## src/rtl/evs_pkg.sv

```systemverilog
// ----------------------------------------------------------------------------
// evs_pkg
// Widths, types and helpers of the energy voice segmenter.
// ----------------------------------------------------------------------------
`default_nettype none

package evs_pkg;

  localparam int unsigned FRAME      = 256;
  localparam int unsigned DEPTH      = 2 * FRAME;
  localparam int unsigned MAG_W      = 16;
  localparam int unsigned THR_W      = 16;
  localparam int unsigned CNT_W      = 32;
  localparam int unsigned SUM_W      = 15 + $clog2(FRAME + 1);
  localparam int unsigned LIM_W      = MAG_W + 1 + $clog2(FRAME + 1);
  localparam int unsigned CFG_IDX_W  = 1;
  localparam int unsigned FIFO_DEPTH = 4;
  localparam int unsigned PTR_W      = $clog2(FIFO_DEPTH);
  localparam int unsigned FCNT_W     = $clog2(FIFO_DEPTH + 3);

  typedef logic [MAG_W-1:0] mag_t;
  typedef logic [SUM_W-1:0] sum_t;
  typedef logic [LIM_W-1:0] lim_t;
  typedef logic [CNT_W-1:0] cnt_t;
  typedef logic [THR_W-1:0] thr_t;

  typedef enum logic [CFG_IDX_W-1:0] {
    CFG_LOW_THR  = 1'b0,
    CFG_HIGH_THR = 1'b1
  } cfg_idx_e;

  localparam thr_t LOW_THR_RST  = 16'd512;
  localparam thr_t HIGH_THR_RST = 16'd1024;

  // window state handed from the delay chain to the judge stage
  typedef struct packed {
    logic judge;
    logic last;
    sum_t cur_sum;
    sum_t nxt_sum;
    cnt_t pos;
    cnt_t total;
  } win_t;

  // one result word
  typedef struct packed {
    cnt_t number;
    cnt_t start;
    cnt_t length;
    logic voiced;
    logic final_blk;
  } blk_t;

  // floor(sum / FRAME) > thr  <=>  sum >= (thr + 1) * FRAME
  function automatic lim_t thr_limit(thr_t thr);
    return (lim_t'(thr) + lim_t'(1)) * lim_t'(FRAME);
  endfunction

  function automatic cnt_t sat_inc(cnt_t v);
    return (&v) ? v : v + cnt_t'(1);
  endfunction

  localparam lim_t LOW_LIM_RST  = thr_limit(LOW_THR_RST);
  localparam lim_t HIGH_LIM_RST = thr_limit(HIGH_THR_RST);

endpackage

`default_nettype wire

```

## src/rtl/evs_cell.sv

```systemverilog
// ----------------------------------------------------------------------------
// evs_cell
// One stage of the magnitude delay chain; shifts on each accepted word.
// ----------------------------------------------------------------------------
`default_nettype none

module evs_cell (
  input  logic          clk_i,
  input  logic          en_i,
  input  evs_pkg::mag_t mag_i,
  output evs_pkg::mag_t mag_o
);

  evs_pkg::mag_t mag_q;
  evs_pkg::mag_t mag_d;

  always_comb begin
    mag_d = en_i ? mag_i : mag_q;
  end

  always_ff @(posedge clk_i) begin
    mag_q <= mag_d;
  end

  assign mag_o = mag_q;

endmodule

`default_nettype wire

```

## src/rtl/evs_window.sv

```systemverilog
// ----------------------------------------------------------------------------
// evs_window
// Magnitude chain of 2*FRAME cells, running window sums and sample count.
// ----------------------------------------------------------------------------
`default_nettype none

module evs_window (
  input  logic                             clk_i,
  input  logic                             rst_ni,
  input  logic                             acc_i,
  input  logic signed [evs_pkg::MAG_W-1:0] sample_i,
  input  logic                             eos_i,
  output logic                             win_vld_o,
  output evs_pkg::win_t                    win_o
);

  evs_pkg::mag_t mag_in;
  evs_pkg::mag_t tap [evs_pkg::DEPTH];
  evs_pkg::mag_t middle;
  evs_pkg::mag_t oldest;
  evs_pkg::sum_t cur_new;
  evs_pkg::sum_t nxt_new;

  evs_pkg::sum_t cur_q, cur_d;
  evs_pkg::sum_t nxt_q, nxt_d;
  evs_pkg::cnt_t seen_q, seen_d;
  logic          win_vld_q;
  evs_pkg::win_t win_q, win_d;

  // |sample|; the most negative value maps to 32768
  assign mag_in = sample_i[evs_pkg::MAG_W-1] ?
                  (evs_pkg::mag_t'(~sample_i) + evs_pkg::mag_t'(1)) :
                  evs_pkg::mag_t'(sample_i);

  for (genvar k = 0; k < evs_pkg::DEPTH; k++) begin : g_cell
    if (k == 0) begin : g_head
      evs_cell u_cell (
        .clk_i (clk_i),
        .en_i  (acc_i),
        .mag_i (mag_in),
        .mag_o (tap[k])
      );
    end else begin : g_body
      evs_cell u_cell (
        .clk_i (clk_i),
        .en_i  (acc_i),
        .mag_i (tap[k-1]),
        .mag_o (tap[k])
      );
    end
  end

  // taps older than the current stream read as zero
  assign middle = (seen_q >= evs_pkg::cnt_t'(evs_pkg::FRAME)) ?
                  tap[evs_pkg::FRAME-1] : '0;
  assign oldest = (seen_q >= evs_pkg::cnt_t'(evs_pkg::DEPTH)) ?
                  tap[evs_pkg::DEPTH-1] : '0;

  assign nxt_new = nxt_q + evs_pkg::sum_t'(mag_in) - evs_pkg::sum_t'(middle);
  assign cur_new = cur_q + evs_pkg::sum_t'(middle) - evs_pkg::sum_t'(oldest);

  always_comb begin
    cur_d  = cur_q;
    nxt_d  = nxt_q;
    seen_d = seen_q;
    if (acc_i) begin
      if (eos_i) begin
        cur_d  = '0;
        nxt_d  = '0;
        seen_d = '0;
      end else begin
        cur_d  = cur_new;
        nxt_d  = nxt_new;
        seen_d = evs_pkg::sat_inc(seen_q);
      end
    end
  end

  always_comb begin
    win_d.judge   = seen_q >= evs_pkg::cnt_t'(evs_pkg::DEPTH);
    win_d.last    = eos_i;
    win_d.cur_sum = cur_new;
    win_d.nxt_sum = nxt_new;
    win_d.pos     = seen_q - evs_pkg::cnt_t'(evs_pkg::DEPTH - 1);
    win_d.total   = evs_pkg::sat_inc(seen_q);
  end

  always_ff @(posedge clk_i or negedge rst_ni) begin
    if (!rst_ni) begin
      cur_q     <= '0;
      nxt_q     <= '0;
      seen_q    <= '0;
      win_vld_q <= 1'b0;
    end else begin
      cur_q     <= cur_d;
      nxt_q     <= nxt_d;
      seen_q    <= seen_d;
      win_vld_q <= acc_i;
    end
  end

  always_ff @(posedge clk_i) begin
    if (acc_i) begin
      win_q <= win_d;
    end
  end

  assign win_vld_o = win_vld_q;
  assign win_o     = win_q;

endmodule

`default_nettype wire

```

## config.mk

```make
export PLATFORM = sky130hd
export DESIGN_NAME = evs_window
export DESIGN_NICKNAME = d
export VERILOG_FILES = /design/src/rtl/evs_pkg.sv /design/src/rtl/evs_cell.sv /design/src/rtl/evs_window.sv
export SDC_FILE = /design/constraint.sdc
export NUM_CORES = 2
export LEC_CHECK = 0
export ABC_AREA = 1
export ABC_CLOCK_PERIOD_IN_PS = 4160
export BUFFER_PORTS_ARGS = -buffer_cell sky130_fd_sc_hd__buf_2
export CORE_ASPECT_RATIO = 0.75
export CORE_MARGIN = 2
export CORE_UTILIZATION = 30
export CTS_CLUSTER_SIZE = 40
export DETAILED_ROUTE_END_ITERATION = 16
export PLACE_DENSITY_LB_ADDON = 0.08
export SLEW_MARGIN = 20
export SYNTH_ARGS = -nofsm -noshare
export SYNTH_HDL_FRONTEND = slang
export SYNTH_HIERARCHICAL = 1
export SYNTH_SLANG_ARGS = --single-unit
```

## constraint.sdc

```tcl
create_clock -name clk_i -period 4.16 [get_ports clk_i]
set_clock_uncertainty 0.2 [all_clocks]
set_input_delay 0.208 -clock clk_i [delete_from_list [all_inputs] [get_ports clk_i]]
set_output_delay 0.208 -clock clk_i [all_outputs]
set_load 0.01 [all_outputs]
```

==> summary.md <==
| Metric | Value |
|---|---|
| CP delay by family, top | `simple AND/OR/NAND/NOR gates` |
| Status | `completed` |
| Worst Hold Class | `in -> reg` |
| FF+latch count, synth | `8387` |
| Setup WS post-layout | `0.1981 ns` |
| Synthesized cell area | `approximately 260000 um^2` |
| Share of cells above drive strength 1 | `13.95%` |
| All-Layer GR Usage | `8.924%` |
| Static leakage | `102.5 nW` |
| EDFF count, synth | `8306` |
| Area of the multi-input gates | `6749 um^2` |
| RSZ-0062 raised after global routing | `false` |
| Gate Count Post-Synth | `9957` |
| Detailed Route WL | `404700 um` |
| CP Capture Type | `flop` |
| CTS tree | `done` |
| Die area | `872200 um^2` |
| Critical path cell sequence | `nor2_1 -> nand2_1 -> nor2_4 -> nand4_4 -> buf_12 -> nand2_1 -> buf_4 -> xnor2_1 -> inv_1 -> ha_1 -> inv_1 -> fa_1 -> nor2_1 -> nand2_1 -> nand3_1 -> nand2_1 -> nand3_1 -> nand2_1 -> and2_1` |
| Skew-Pair Late Insertion Delay | `1.06 ns` |
| Pre-CTS WS | `-0.07871 ns` |
| Final Wtd Congestion | `0.7223` |
| Root Driver | `clkbuf_16` |
| Horiz. Die Dim | `about 1100 um` |
| Final hold violation count | `0` |
| Total grt overflow | `0` |
| CP Class | `reg -> reg` |
| Synth Net Count | `between 10k and 15k` |
| Async S/R FF share, synth | `0.9658%` |
| Max clock buf depth | `5` |
| Die Ht | `809.3 um` |
| Worst-path clk slew | `0.07 ns` |
| Largest net degree at the start of global routing | `185` |
| Post-route ant nets | `0` |
| Post-DP Area | `277300 um^2` |
| Fillers | `78.38k` |
| Slew Limit Fails | `0` |
| Total power | `182.1 mW` |
| Syn Area/Cell | `26.05 um^2` |
| Worst slew pin tran | `1.101 ns` |
| Maximum fanout along the worst path | `25` |
| Via count | `slightly above 90k` |
| Num rows | `295` |
| First-pass GRT wire length | `608900 um` |
| Worst path max stage delay | `~0.48 ns` |
| Post-DP HPWL | `about 200000 um` |
| PD cells | `598.7 nW/um^2` |
| CP required | `4.76 ns` |
| Seq/Total Area, Yosys | `between 90% and 100%` |
| Setup Viol. Count Final | `0` |
| Dominant cell type by area after synthesis | `edfxtp_1` |
| DRT iter0 DRCs | `8200` |
| Number of global-route vias before repair | `94.08k` |
| Top cells by area, synth | `edfxtp_1 (96%), nand2_1 (0.88%), dfrtp_1 (0.78%)` |
| Ports | `135` |
| Post-route DRC violation count | `0` |
| Peak supply drop | `approximately 0.35 mV` |
| Initial Util | `a little under a third` |
| Clock sink total | `8387` |
| Distinct cells, synth | `39` |
| Most used cell, CP | `nand2_1` |
| Post-route clock period utilization | `95.24%` |
| Post-synth top flop | `edfxtp_1` |
| Post-synth top cells | `edfxtp_1 (8306), nand2_1 (605), inv_1 (289), nor2_1 (137), nand3_1 (113)` |
| Register area | `251400 um^2` |
| Fin Hold WS | `around 0.14 ns` |
| Htree depth | `6` |
| Tmin final | `3.962 ns` |
| Top cell type's share of synthesized area | `96.16%` |
| Warnings, synthesis | `6` |
| Port bufs | `134` |
| Cts bufs inserted | `845` |
| Vias/cell | `3.976` |
| Cell with the largest stage delay on the worst path | `fa_1` |
| Worst setup SP type | `flop` |
| Routed wire per std cell | `17.30 um` |
| Final instance area | `304200 um^2` |
| Slew HR | `approximately 26%` |
| Core area | `861100 um^2` |
| Initial antenna violation count | `25` |
| Max Clock Freq | `252.4 MHz` |
| CP arrival | `between 4 and 5 ns` |
| Area grow syn2layout | `17.26%` |
| MaxCap Viol Count | `0` |
| Layout Nets | `roughly 11k` |
| Most common cell in the netlist | `edfxtp_1` |
| Buf+Inv Stages, Crit Path | `4` |
| First-pass DRT Iterations | `8` |
==> final timing paths <==
kind	from	end	slack, ns	cells after the start
worst max-delay path	seen_q[24]$_DFFE_PN0P_	win_o[86]$_DFFE_PP_	0.20	19
worst min-delay path	acc_i	g_cell[54].g_body.u_cell/mag_o[3]$_DFFE_PP_	0.14	2
worst max register to register	seen_q[24]$_DFFE_PN0P_	win_o[86]$_DFFE_PP_	0.20	19
worst min register to register	g_cell[291].g_body.u_cell/mag_o[13]$_DFFE_PP_	g_cell[292].g_body.u_cell/mag_o[13]$_DFFE_PP_	0.15	0
max in group asynchronous	rst_ni	nxt_q[19]$_DFFE_PN0P_	2.33	4
min in group asynchronous	rst_ni	seen_q[2]$_DFFE_PN0P_	0.22	3
==> registers in the layout, indices dropped and copies added (netlist names) <==
name / count
cur_q: 24
win_o: 114
nxt_q: 24
g_cell.g_body.u_cell/mag_o: 8176
win_vld_o: 1
seen_q: 32
g_cell.g_head.u_cell/mag_o: 16
==> per-stage QoR <==
stage / std cells / utilization, % / setup TNS, ns
after global routing: 23380 / 35.32 / 0
after global placement: 21810 / 32.20 / -0.1179
after CTS: 23370 / 35.31 / 0
after detailed placement: 21810 / 32.20 / -0.1183
final: 23390 / 35.32 / 0
after floorplan: 9957 / - / 0
==> layer usage <==
metal | GRT usage [%] | routed length [um] | vias to the layer above
met5 | 0 | 27 | -
met1 | 14.24 | 215500 | 48650
met4 | 3.173 | 12610 | 4
met2 | 11.59 | 157700 | 1391
met3 | 2.186 | 18830 | 969
li1 | - | - | 41960
==> cell type report <==
type	count	share of cell area, %
Timing Repair Buffer	484	1.375
Inverter	295	0.3645
Antenna cell	16	0.01316
Tap cell	11430	4.704
Multi-Input combinational cell	1249	2.219
Sequential cell	8387	82.67
Clock buffer	1039	7.258
Clock inverter	482	1.398
==> what timing repair did <==
item | CTS | global route
setup endpoints to repair | 1 | 31
buffers inserted | 0 | 2
resized for setup | 1 | 16
endpoints found under the hold margin | 1422 | 0
pin swaps | 0 | 1
gates cloned | 0 | 0
hold buffers | 41 | 0
==> report_power, final <==
part / switching [mW] / total (mW) / internal [mW]
Sequential: 2.18 / 101 / 98.8
Combinational: 5.68 / 8.21 / 2.53
Clock: 31.3 / 72.9 / 41.7
Total: 39.1 / 182 / 143
==> layout by cell type (no fill, tap or decap), types with 6 or more instances in the layout <==
cell | netlist | final
nand3_1 | 113 | 113
clkbuf_16 | 0 | 854
ha_1 | 73 | 72
xnor2_1 | 28 | 28
buf_2 | 9 | 132
nor3_1 | 20 | 19
clkbuf_1 | 11 | 184
nor2_4 | 4 | 6
o21ai_1 | 7 | 7
diode_2 | 0 | 16
a21o_1 | 11 | 11
nand3b_1 | 11 | 11
nor2_1 | 137 | 130
clkinv_8 | 0 | 8
clkinvlp_4 | 0 | 31
clkinv_1 | 0 | 198
dlygate4sd3_1 | 0 | 40
inv_6 | 0 | 19
edfxtp_1 | 8306 | 8306
buf_4 | 2 | 249
fa_1 | 10 | 10
inv_1 | 289 | 289
xor2_1 | 52 | 52
a21oi_1 | 27 | 27
a22o_1 | 6 | 6
o21ai_0 | 26 | 26
a31o_1 | 6 | 6
nand4_1 | 19 | 19
nor2_2 | 9 | 14
buf_12 | 0 | 62
dfrtp_1 | 81 | 81
nand2_2 | 23 | 30
bufinv_16 | 0 | 65
inv_16 | 0 | 8
clkinv_2 | 0 | 145
and2_1 | 31 | 31
nand2_1 | 605 | 598
==> kinds of logic (layout without fill, tap and decap cells) <==
kind of cell    after synthesis  in the layout  share of synthesized area [%]
other cells                   0             16                              0
buf+inv                     321           2300                         0.4833
xor+xnor                     80             80                         0.2701
fa+ha+maj                    83             83                         0.4293
simple gates                990            990                          1.651
flops                      8387           8387                          96.94
compound gates               96             96                         0.2272
Note: power is estimated with default switching activity, not from simulation.
